--- config.mk ---
export PLATFORM = sky130hd
export DESIGN_NAME = depthwise_mac_requantize
export DESIGN_NICKNAME = d
export VERILOG_FILES = /design/src/dwmac_pkg.sv /design/src/dwmac_cfg.sv /design/src/dwmac_mul.sv /design/src/dwmac_rq.sv /design/src/depthwise_mac_requantize.sv
export SDC_FILE = /design/constraint.sdc
export NUM_CORES = 2
export LEC_CHECK = 0
export CORE_ASPECT_RATIO = 0.7
export CORE_MARGIN = 2
export CORE_UTILIZATION = 60
export CTS_CLUSTER_SIZE = 10
export DETAILED_ROUTE_END_ITERATION = 6
export DONT_BUFFER_PORTS = 1
export HOLD_SLACK_MARGIN = 0.12
export PLACE_DENSITY = 0.79
export SLEW_MARGIN = 15
export SYNTH_ARGS = -nofsm -noshare
export SYNTH_HDL_FRONTEND = slang
export SYNTH_SLANG_ARGS = --single-unit
--- constraint.sdc ---
create_clock -name clk -period 9.3 [get_ports clk]
set_input_delay 0.465 -clock clk [delete_from_list [all_inputs] [get_ports clk]]
set_output_delay 0.465 -clock clk [all_outputs]
set_load 0.01 [all_outputs]
--- src/dwmac_pkg.sv ---
// Shared constants, register indexes and types of the depthwise MAC block.
`default_nettype none
package dwmac_pkg;

	localparam int ACT_WIDTH_DEF    = 8;
	localparam int WEIGHT_WIDTH_DEF = 8;
	localparam int BIAS_WIDTH_DEF   = 16;
	localparam int ACC_WIDTH_DEF    = 32;

	localparam int ROW_WIDTH     = 24;
	localparam int BIAS_IN_WIDTH = 16;
	localparam int OUT_WIDTH     = 8;
	localparam int NUM_ROWS      = 3;
	localparam int NUM_TAPS      = 9;
	localparam int PADDR_WIDTH   = 4;
	localparam int PDATA_WIDTH   = 32;

	typedef enum logic [1:0] {
		REG_MAP_SIGNED = 2'd0,
		REG_BIAS_SHIFT = 2'd1,
		REG_OUT_SHIFT  = 2'd2,
		REG_RELU_ON    = 2'd3
	} reg_idx_t;

	typedef struct packed {
		logic       map_signed;
		logic [2:0] bias_shift;
		logic [2:0] out_shift;
		logic       relu_on;
	} cfg_t;

	// Row 0 is the top kernel row.
	typedef struct packed {
		logic [NUM_ROWS-1:0][ROW_WIDTH-1:0] act_rows;
		logic [NUM_ROWS-1:0][ROW_WIDTH-1:0] weight_rows;
		logic [BIAS_IN_WIDTH-1:0]           bias;
	} item_t;

endpackage
`default_nettype wire

--- src/dwmac_cfg.sv ---
// Configuration register file with its APB-style access port.
`default_nettype none
module dwmac_cfg (
	input  logic                               clk,
	input  logic                               arst_n,
	input  logic                               psel,
	input  logic                               penable,
	input  logic                               pwrite,
	input  logic [dwmac_pkg::PADDR_WIDTH-1:0]  paddr,
	input  logic [dwmac_pkg::PDATA_WIDTH-1:0]  pwdata,
	output logic [dwmac_pkg::PDATA_WIDTH-1:0]  prdata,
	output logic                               pready,
	output dwmac_pkg::cfg_t                    cfg
);
	import dwmac_pkg::*;

	cfg_t     cfg_q;
	reg_idx_t idx;
	logic     wr_en;

	assign pready = 1'b1;
	assign idx    = reg_idx_t'(paddr[PADDR_WIDTH-1:2]);
	assign wr_en  = psel & penable & pwrite & pready;
	assign cfg    = cfg_q;

	always_ff @(posedge clk or negedge arst_n) begin
		if (!arst_n) begin
			cfg_q <= '0;
		end else if (wr_en) begin
			unique case (idx)
				REG_MAP_SIGNED: cfg_q.map_signed <= pwdata[0];
				REG_BIAS_SHIFT: cfg_q.bias_shift <= pwdata[2:0];
				REG_OUT_SHIFT:  cfg_q.out_shift  <= pwdata[2:0];
				REG_RELU_ON:    cfg_q.relu_on    <= pwdata[0];
				default:        cfg_q            <= cfg_q;
			endcase
		end
	end

	always_comb begin
		unique case (idx)
			REG_MAP_SIGNED: prdata = PDATA_WIDTH'(cfg_q.map_signed);
			REG_BIAS_SHIFT: prdata = PDATA_WIDTH'(cfg_q.bias_shift);
			REG_OUT_SHIFT:  prdata = PDATA_WIDTH'(cfg_q.out_shift);
			REG_RELU_ON:    prdata = PDATA_WIDTH'(cfg_q.relu_on);
			default:        prdata = '0;
		endcase
	end

endmodule
`default_nettype wire

--- src/dwmac_mul.sv ---
// Tap unpacking, the nine activation-weight products and the shifted bias term.
`default_nettype none
module dwmac_mul #(
	parameter int ACT_WIDTH    = dwmac_pkg::ACT_WIDTH_DEF,
	parameter int WEIGHT_WIDTH = dwmac_pkg::WEIGHT_WIDTH_DEF,
	parameter int BIAS_WIDTH   = dwmac_pkg::BIAS_WIDTH_DEF,
	parameter int ACC_WIDTH    = dwmac_pkg::ACC_WIDTH_DEF,
	parameter int PROD_WIDTH   = ACT_WIDTH + WEIGHT_WIDTH + 1
) (
	input  dwmac_pkg::item_t                                 item,
	input  logic                                             map_signed,
	input  logic [2:0]                                       bias_shift,
	output logic [dwmac_pkg::NUM_TAPS-1:0][PROD_WIDTH-1:0]   prod,
	output logic [ACC_WIDTH-1:0]                             bias_acc
);
	import dwmac_pkg::*;

	localparam int EXT_A = ROW_WIDTH + 3 * ACT_WIDTH;
	localparam int EXT_W = ROW_WIDTH + 3 * WEIGHT_WIDTH;
	localparam int BW    = (BIAS_WIDTH < BIAS_IN_WIDTH) ? BIAS_WIDTH : BIAS_IN_WIDTH;

	logic signed [BW-1:0] bias_s;

	// Taps whose slot lies above the packed row read as zero.
	for (genvar r = 0; r < NUM_ROWS; r++) begin : g_row
		for (genvar t = 0; t < 3; t++) begin : g_tap
			logic [EXT_A-1:0]               a_row;
			logic [EXT_W-1:0]               w_row;
			logic [ACT_WIDTH-1:0]           a_raw;
			logic signed [ACT_WIDTH:0]      a_ext;
			logic signed [WEIGHT_WIDTH-1:0] w_s;
			logic signed [PROD_WIDTH-1:0]   p_s;

			assign a_row = EXT_A'(item.act_rows[r]);
			assign w_row = EXT_W'(item.weight_rows[r]);
			assign a_raw = a_row[(2 - t) * ACT_WIDTH +: ACT_WIDTH];
			assign a_ext = {map_signed & a_raw[ACT_WIDTH-1], a_raw};
			assign w_s   = w_row[(2 - t) * WEIGHT_WIDTH +: WEIGHT_WIDTH];
			assign p_s   = a_ext * w_s;
			assign prod[r * 3 + t] = p_s;
		end
	end

	assign bias_s   = item.bias[BW-1:0];
	assign bias_acc = ACC_WIDTH'(bias_s) << bias_shift;

endmodule
`default_nettype wire

--- src/dwmac_rq.sv ---
// Accumulation of the products, optional ReLU, output shift and saturation.
`default_nettype none
module dwmac_rq #(
	parameter int ACT_WIDTH    = dwmac_pkg::ACT_WIDTH_DEF,
	parameter int ACC_WIDTH    = dwmac_pkg::ACC_WIDTH_DEF,
	parameter int PROD_WIDTH   = 17
) (
	input  logic [dwmac_pkg::NUM_TAPS-1:0][PROD_WIDTH-1:0]   prod,
	input  logic [ACC_WIDTH-1:0]                             bias_acc,
	input  logic [2:0]                                       out_shift,
	input  logic                                             relu_on,
	output logic [dwmac_pkg::OUT_WIDTH-1:0]                  out_value
);
	import dwmac_pkg::*;

	localparam int CW = ACC_WIDTH + 2;
	localparam logic signed [CW-1:0] RELU_HI = CW'((64'd1 << ACT_WIDTH) - 64'd1);
	localparam logic signed [CW-1:0] SAT_HI  = CW'((64'd1 << (ACT_WIDTH - 1)) - 64'd1);
	localparam logic signed [CW-1:0] SAT_LO  = ~SAT_HI;

	logic [NUM_ROWS-1:0][ACC_WIDTH-1:0] row_sum;
	logic signed [ACC_WIDTH-1:0]        acc;
	logic signed [ACC_WIDTH-1:0]        shifted;
	logic signed [CW-1:0]               val;
	logic signed [CW-1:0]               res;

	// Every addition wraps at the accumulator width.
	always_comb begin
		for (int r = 0; r < NUM_ROWS; r++) begin
			row_sum[r] = ACC_WIDTH'(signed'(prod[r * 3]))
				+ ACC_WIDTH'(signed'(prod[r * 3 + 1]))
				+ ACC_WIDTH'(signed'(prod[r * 3 + 2]));
		end
	end

	assign acc     = bias_acc + row_sum[0] + row_sum[1] + row_sum[2];
	assign shifted = acc >>> out_shift;
	assign val     = CW'(shifted);

	always_comb begin
		if (relu_on) begin
			priority if (acc[ACC_WIDTH-1]) begin
				res = '0;
			end else if (val >= RELU_HI) begin
				res = RELU_HI;
			end else begin
				res = val;
			end
		end else begin
			priority if (val >= SAT_HI) begin
				res = SAT_HI;
			end else if (val <= SAT_LO) begin
				res = SAT_LO;
			end else begin
				res = val;
			end
		end
	end

	assign out_value = OUT_WIDTH'(res[ACT_WIDTH-1:0]);

endmodule
`default_nettype wire

--- src/depthwise_mac_requantize.sv ---
// Top level of the 3x3 depthwise MAC with requantization.
//
// One input transfer carries nine activations and nine signed weights, packed
// three per kernel row with tap 0 in the high slot, plus one signed bias. One
// output transfer carries the requantized 8-bit result for it.
// Both channels use valid/stall: a transfer happens on a rising edge where
// valid is high and stall is low.
// The block is a three-register pipeline: input register, product register
// (nine multipliers and the shifted bias), and output register (accumulate,
// ReLU, shift, saturate). One item is taken every cycle while the output
// flows. When the receiver stalls, the output register holds its result and
// the earlier stages keep filling; in_stall rises only once all stages hold
// items. Reset empties the pipeline and clears the configuration registers
// to zero. Configuration is written through the APB-style port; pready is
// always high. The user must write it only while the pipeline is empty; the
// block itself does not enforce this.
`default_nettype none
module depthwise_mac_requantize #(
	parameter int ACT_WIDTH    = dwmac_pkg::ACT_WIDTH_DEF,
	parameter int WEIGHT_WIDTH = dwmac_pkg::WEIGHT_WIDTH_DEF,
	parameter int BIAS_WIDTH   = dwmac_pkg::BIAS_WIDTH_DEF,
	parameter int ACC_WIDTH    = dwmac_pkg::ACC_WIDTH_DEF
) (
	input  logic                                      clk,
	input  logic                                      arst_n,
	input  logic                                      in_valid,
	output logic                                      in_stall,
	input  logic [dwmac_pkg::ROW_WIDTH-1:0]           act_row_top,
	input  logic [dwmac_pkg::ROW_WIDTH-1:0]           act_row_mid,
	input  logic [dwmac_pkg::ROW_WIDTH-1:0]           act_row_bot,
	input  logic [dwmac_pkg::ROW_WIDTH-1:0]           weight_row_top,
	input  logic [dwmac_pkg::ROW_WIDTH-1:0]           weight_row_mid,
	input  logic [dwmac_pkg::ROW_WIDTH-1:0]           weight_row_bot,
	input  logic signed [dwmac_pkg::BIAS_IN_WIDTH-1:0] bias_value,
	output logic                                      out_valid,
	input  logic                                      out_stall,
	output logic [dwmac_pkg::OUT_WIDTH-1:0]           out_value,
	input  logic                                      psel,
	input  logic                                      penable,
	input  logic                                      pwrite,
	input  logic [dwmac_pkg::PADDR_WIDTH-1:0]         paddr,
	input  logic [dwmac_pkg::PDATA_WIDTH-1:0]         pwdata,
	output logic [dwmac_pkg::PDATA_WIDTH-1:0]         prdata,
	output logic                                      pready
);
	import dwmac_pkg::*;

	localparam int PROD_WIDTH = ACT_WIDTH + WEIGHT_WIDTH + 1;

	cfg_t                                cfg;
	item_t                               in_item;
	item_t                               item_s1;
	logic                                valid_s1;
	logic [NUM_TAPS-1:0][PROD_WIDTH-1:0] prod;
	logic [NUM_TAPS-1:0][PROD_WIDTH-1:0] prod_s2;
	logic [ACC_WIDTH-1:0]                bias_acc;
	logic [ACC_WIDTH-1:0]                bias_acc_s2;
	logic                                valid_s2;
	logic [OUT_WIDTH-1:0]                rq_value;
	logic [OUT_WIDTH-1:0]                out_value_q;
	logic                                out_valid_q;
	logic                                out_free;
	logic                                s2_free;
	logic                                s1_free;
	logic                                in_xfer;

	dwmac_cfg u_cfg (
		.clk     (clk),
		.arst_n  (arst_n),
		.psel    (psel),
		.penable (penable),
		.pwrite  (pwrite),
		.paddr   (paddr),
		.pwdata  (pwdata),
		.prdata  (prdata),
		.pready  (pready),
		.cfg     (cfg)
	);

	assign in_item.act_rows    = {act_row_bot, act_row_mid, act_row_top};
	assign in_item.weight_rows = {weight_row_bot, weight_row_mid, weight_row_top};
	assign in_item.bias        = bias_value;

	// A stage can take new data when it is empty or its content moves on.
	assign out_free = !out_valid_q || !out_stall;
	assign s2_free  = !valid_s2 || out_free;
	assign s1_free  = !valid_s1 || s2_free;
	assign in_stall = !s1_free;
	assign in_xfer  = in_valid && s1_free;

	dwmac_mul #(
		.ACT_WIDTH    (ACT_WIDTH),
		.WEIGHT_WIDTH (WEIGHT_WIDTH),
		.BIAS_WIDTH   (BIAS_WIDTH),
		.ACC_WIDTH    (ACC_WIDTH),
		.PROD_WIDTH   (PROD_WIDTH)
	) u_mul (
		.item       (item_s1),
		.map_signed (cfg.map_signed),
		.bias_shift (cfg.bias_shift),
		.prod       (prod),
		.bias_acc   (bias_acc)
	);

	dwmac_rq #(
		.ACT_WIDTH  (ACT_WIDTH),
		.ACC_WIDTH  (ACC_WIDTH),
		.PROD_WIDTH (PROD_WIDTH)
	) u_rq (
		.prod      (prod_s2),
		.bias_acc  (bias_acc_s2),
		.out_shift (cfg.out_shift),
		.relu_on   (cfg.relu_on),
		.out_value (rq_value)
	);

	always_ff @(posedge clk or negedge arst_n) begin
		if (!arst_n) begin
			valid_s1    <= 1'b0;
			valid_s2    <= 1'b0;
			out_valid_q <= 1'b0;
		end else begin
			if (s1_free) begin
				valid_s1 <= in_valid;
			end
			if (s2_free) begin
				valid_s2 <= valid_s1;
			end
			if (out_free) begin
				out_valid_q <= valid_s2;
			end
		end
	end

	always_ff @(posedge clk) begin
		if (in_xfer) begin
			item_s1 <= in_item;
		end
		if (s2_free && valid_s1) begin
			prod_s2     <= prod;
			bias_acc_s2 <= bias_acc;
		end
		if (out_free && valid_s2) begin
			out_value_q <= rq_value;
		end
	end

	assign out_valid = out_valid_q;
	assign out_value = out_value_q;

endmodule
`default_nettype wire
**After elaboration in Yosys (flattened, before gate mapping)**

Cells that the tools add are included.

- Register bits after elaboration: 364
- Input port bits: 203
- Output and inout port bits: 43

- Muxes and demuxes: 6
- Reduce and logical (&&, ||, !) cells: 16
- Magnitude comparators: 3
- Bitwise logic cells: 11
- Shifts and indexed selects: 2
- Equal/unequal tests: 3
- $add $sub $neg: 9
- Multipliers: 9

Operators with widths:

| cell | number |
|---|---|
| multiplier 9 x 8 -> 17 bit | 9 |
| one-hot mux 32 bit (4 select lines) | 1 |
| adder 32 bit | 3 |
| adder 18 x 17 -> 19 bit | 3 |
| adder 17 x 17 -> 18 bit | 3 |
| two-way mux 8 bit | 5 |
| >= comparator 32 x 8 -> 1 bit (second input constant) | 1 |
| >= comparator 32 x 9 -> 1 bit (second input constant) | 1 |
| <= comparator 32 x 8 -> 1 bit (second input constant) | 1 |
| << shifter 32 x 3 -> 32 bit | 1 |
| >>> shifter 32 x 3 -> 32 bit | 1 |
| bitwise AND 1 bit | 11 |
| AND reduction 2 bit | 4 |
| zero test 1 bit | 5 |
| == test 2 bit (second input constant) | 2 |
| logical AND 1 bit | 3 |
| logical OR 1 bit | 3 |
| == test 2 x 1 -> 1 bit (second input constant) | 1 |
| zero test 2 bit | 1 |

**Logic depth before layout (Yosys ltp)**

- Depth after elaboration: 10
- Depth in mapped cells: 33
- Depth with buffers taken out: 32

**Cells and area by module**

Synthesis repeated with hierarchy kept, for this count alone.

- Cell total of the unflattened synthesis: 4416
- Area total of the unflattened synthesis: 45771.4 um^2

Modules (own cells, without submodules):

| module | instances | area each (um^2) | cells an instance |
|---|---|---|---|
| dwmac_mul | 1 | 25534.5 | 2953 |
| depthwise_mac_requantize | 1 | 10731.5 | 365 |
| dwmac_rq | 1 | 8861.0 | 1039 |
| dwmac_cfg | 1 | 644.4 | 59 |

**Worst setup path after synthesis**

Ideal clock, no wire load.

- Path type: register to register
- Start: register prod_s2[1] in the netlist's numbering
- End: register out_value_q[0], in the netlist out_value[0], data pin
- Data required time: 9022 ps
- Library setup time: 278 ps
- Arrival time: 7423 ps
- Cell stages (with the launch flop): 32
- Buffers on the path: 1
- Setup slack: 1599 ps
- Period minus slack after synthesis: 7701 ps
- Cells stage by stage: edfxtp_1 inv_1 fa_1 inv_1 ha_1 fa_1 a21o_1 a21oi_1 o21bai_1 a21oi_1 o21bai_1 a21oi_1 o21ai_0 nor4_1 nor3_1 or4_1 nand3_1 fa_1 fa_1 ha_1 clkbuf_1 nand4_1 nor3_1 nand2_1 o21ai_0 a311o_1 o2bb2ai_1 o2bb2ai_1 o41ai_1 nand4_1 nor4_4 o22ai_1

- Cells in the longest elaborated chain, start to end: 10

Ends and longest elaborated chain:

| element | RTL line | RTL |
|---|---|---|
| start, declared | depthwise_mac_requantize.sv:55 | `logic [NUM_TAPS-1:0][PROD_WIDTH-1:0] prod_s2;` |
| start signal, assigned | depthwise_mac_requantize.sv:140 | `prod_s2 <= prod;` |
| adder 17 x 17 -> 18 bit (*) | dwmac_rq.sv:31 | `+ ACC_WIDTH'(signed'(prod[r * 3 + 1]))` |
| adder 18 x 17 -> 19 bit (*) | dwmac_rq.sv:32 | `+ ACC_WIDTH'(signed'(prod[r * 3 + 2]));` |
| adder 32 bit (*) (3 in a row) | dwmac_rq.sv:36 | `assign acc = bias_acc + row_sum[0] + row_sum[1] + row_sum[2];` |
| >>> shifter 32 x 3 -> 32 bit | dwmac_rq.sv:37 | `assign shifted = acc >>> out_shift;` |
| <= comparator 32 x 8 -> 1 bit / >= comparator 32 x 9 -> 1 bit (equally long branches) | dwmac_rq.sv:52, dwmac_rq.sv:44 |  |
| two-way mux 8 bit (on tied branches) | dwmac_rq.sv:52, dwmac_rq.sv:44 |  |
| two-way mux 8 bit (on tied branches) | dwmac_rq.sv:50, dwmac_rq.sv:42 |  |
| two-way mux 8 bit (*) | dwmac_rq.sv:41 | `if (relu_on) begin` |
| named net rq_value[0] | depthwise_mac_requantize.sv:59 | `logic [OUT_WIDTH-1:0] rq_value;` |
| end signal, assigned | depthwise_mac_requantize.sv:144 | `out_value_q <= rq_value;` |
| end, declared | depthwise_mac_requantize.sv:60 | `logic [OUT_WIDTH-1:0] out_value_q;` |

The timed path passes the listed nets; every way through them passes the cells marked *.
A chain may end at the register's enable or synchronous reset.

**Worst setup path after layout**

Ends and elaborated chain as after synthesis.

==> flow_summary.toml <==
[clock_network]
insertion_delay_ps = 620
htreeDepth = 2
clock-root-buffer = "clkbuf_16"
clkSlewWorstSetupHoldPaths_ps = 50
cts_buffers = 46
clockBufferDepth = 3
post-cts-setup-buffers = 0
cts_tree = "yes"
clock-sinks = 355

[yosys]
synth.distinct_cells = 92
syn_avg_cell_area_sq_um = 10.3
ys_seq_elements = 355
synth_edf_count = 344
synth_warnings = 0
synthTopCellsByArea = "fa_1 30%, edfxtp_1 24%, ha_1 10%, inv_1 7.3%, and2_1 4.9%"
yosys-top-cells-count = "836 x inv_1, 648 x fa_1, 357 x ha_1, 344 x edfxtp_1, 339 x and2_1"
synth_top_area_cell = "fa_1"
synth.top_cell.area_share_pct = 30.1
synth_cells = 4163
netlist_area_sq_mm = 0.0430
synth-async-reset-ratio_pct = 3.10
synth_flop_cell = "edfxtp_1"
seq_area_frac_synth_pct = 24.6
yosysMostFrequentCell = "inv_1"

[worst_setup_path]
cp_slowest_stage_delay_ps = 530
path_max_fanout = 9
rr_worst_depth = 30
critPathRequiredTime_ps = 9620
slowest_stage = "fa_1"
crit_start = "prod_s2[1]$_DFFE_PP_"
worstReg2RegStart = "prod_s2[1]$_DFFE_PP_"
critical_path.reg2reg.endpoint = "out_value[0]$_DFFE_PP_"
cp.arrival_ps = 9040
critPathKind = "reg -> reg"
cp-end-kind = "register"
critical_path.startpoint_type = "register"
crit_path_end = "out_value[0]$_DFFE_PP_"
reg2reg_slack_ps = 580

[placement]
port_buffers = 0
placed_cells = 5061
post-place-ws_ps = 526
gp_congestion = 0.955
dp_hpwl_um = 75900

[routing]
vias = 29500
post_drt_wl_per_cell_um = 18.3
drtPass1Iterations = 5
ant_nets = 0
drtIter0Drc = 2352
routed_wl_um = 97200
viasPerCell = 5.56
drc = 0

[sta]
skew_ps = 24.6
finalHoldViolations = 0
worst_pin_slew_ps = 1070
maxSlewViolCount = 0
post-route-period-util_pct = 93.8
fmax_mhz = 115
slew_headroom_pct = 28.0
setup_viol = 0
period_needed_ps = 8720
fin_ws_ps = 576
rsz0062_at_grt = "no"
setup_tns_ps = 0

[cells_and_area]
final_core_util_pct = 66.0
drive_gt1_share_pct = 2.91
nNetsFinal = 5523
final_cells = 5305
syn_to_final_growth_pct = 9.38
n_fill_cell = 5419

[status]
status = "completed"

[die]
start_util_pct = 60.3
rows = 82
die_area_sq_mm = 0.0739
die_w_um = 324
dieHeight_um = 228
pin_count = 246
core-area_sq_mm = 0.0713

[grt]
grt_pass1_vias = 30500
grt_max_degree = 82
antenna_found_initial = 4
overflow = 0
grt_usage_pct = 27.4
grt_pass1_wl_um = 160000

[worst_hold_path]
hold_class = "in -> reg"

[flow_run]
cap_violations = 0
-- timing repair --
action / 4_1_cts / 5_1_grt
gates resized for setup: 0 / 5
hold buffers: 172 / 0
endpoints found under the hold margin: 182 / 0
endpoints found under the setup margin: 0 / 8
-- stage by stage --
stage               hold WS (ps)  cell area, sq um
floorplan                    169             43100
global placement             170             43900
detailed placement           170             43900
CTS                          167             47000
global route                 209             47100
finish                       209             47100
-- sequential cells by signal, indices dropped and copies added, names as in the netlist --
register and count:
valid_s2 1, bias_acc_s2 23, prod_s2 153, out_value 8
valid_s1 1, out_valid 1, u_cfg.cfg 8, item_s1 160
-- cells by family after synthesis --
| group | synth area share (%) |
|---|---|
| multiplexers | 1.20 |
| XOR/XNOR | 4.09 |
| buffers and inverters | 8.52 |
| other | 0.0175 |
| AND/OR/NAND/NOR | 13.5 |
| adder cells (fa/ha/maj) | 40.6 |
| flip-flops | 24.6 |
| AO/OA/AOI/OAI | 7.53 |
-- critical path, delay by kind of cell (launching register included) --
family | cells | cell delay (ps)
AO/OA/AOI/OAI | 13 | 3100
adder cells (fa/ha/maj) | 6 | 2590
AND/OR/NAND/NOR | 9 | 2330
flip-flops | 1 | 310
buffers and inverters | 2 | 100
-- metal layers --
metal	vias up	part of all wire (%)	track usage [%]	wire [um]
li1	13600	-	-	-
met1	14700	44	40.3	43000
met2	999	45	41.7	44000
met3	151	7.7	5.43	7500
met4	2	2.8	7.74	2680
met5	-	0.012	0	12
-- final cells by class --
type / instances / area [sq um] / share of cell area [%]
inverter: 839 / 3150 / 6.69
tap: 966 / 1210 / 2.57
sequential: 355 / 10600 / 22.5
antenna: 3 / 7.51 / 0.0159
clock buffer: 54 / 1180 / 2.51
multi-input combinational: 2890 / 28900 / 61.4
clock inverter: 15 / 215 / 0.457
timing repair buffer: 183 / 1800 / 3.83
-- layout by cell type, fill, tap and decap left out, drive strengths merged, types with 7 or more instances in the layout --
cell and count:
nand3 52, a21boi 31, a31oi 14, clkinv 10, nor4 13, o31ai 10
or3 11, mux2i 18, dfrtp 11, mux2 17, a211oi 9, a21o 43
o211a 7, nor3 40, edfxtp 344, o211ai 19, nand2 329, o21bai 17
o21a 14, or2 8, fa 648, nand4 13, nor2b 13, inv 838
buf 11, nand2b 101, and3 52, a21oi 128, xor2 28, nor2 125
o21ai 122, conb 30, xnor2 173, dlygate4sd3 172, clkbuf 54, and2 342
a221oi 8, ha 357, o22ai 11
-- worst min path at each step --
stage,to,from,cells after the start
finish,u_cfg.cfg[0]$_DFFE_PN0P_,paddr[2],3
CTS,u_cfg.cfg[0]$_DFFE_PN0P_,paddr[2],3
detailed placement,u_cfg.cfg[4]$_DFFE_PN0P_,arst_n,0
global placement,u_cfg.cfg[4]$_DFFE_PN0P_,arst_n,0
floorplan,out_valid$_DFFE_PN0P_,arst_n,0
global route,u_cfg.cfg[0]$_DFFE_PN0P_,paddr[2],3
Power is left out: the tool's default activity adds up to more than one toggle a clock period on the data nets, which glitch-free logic cannot reach.
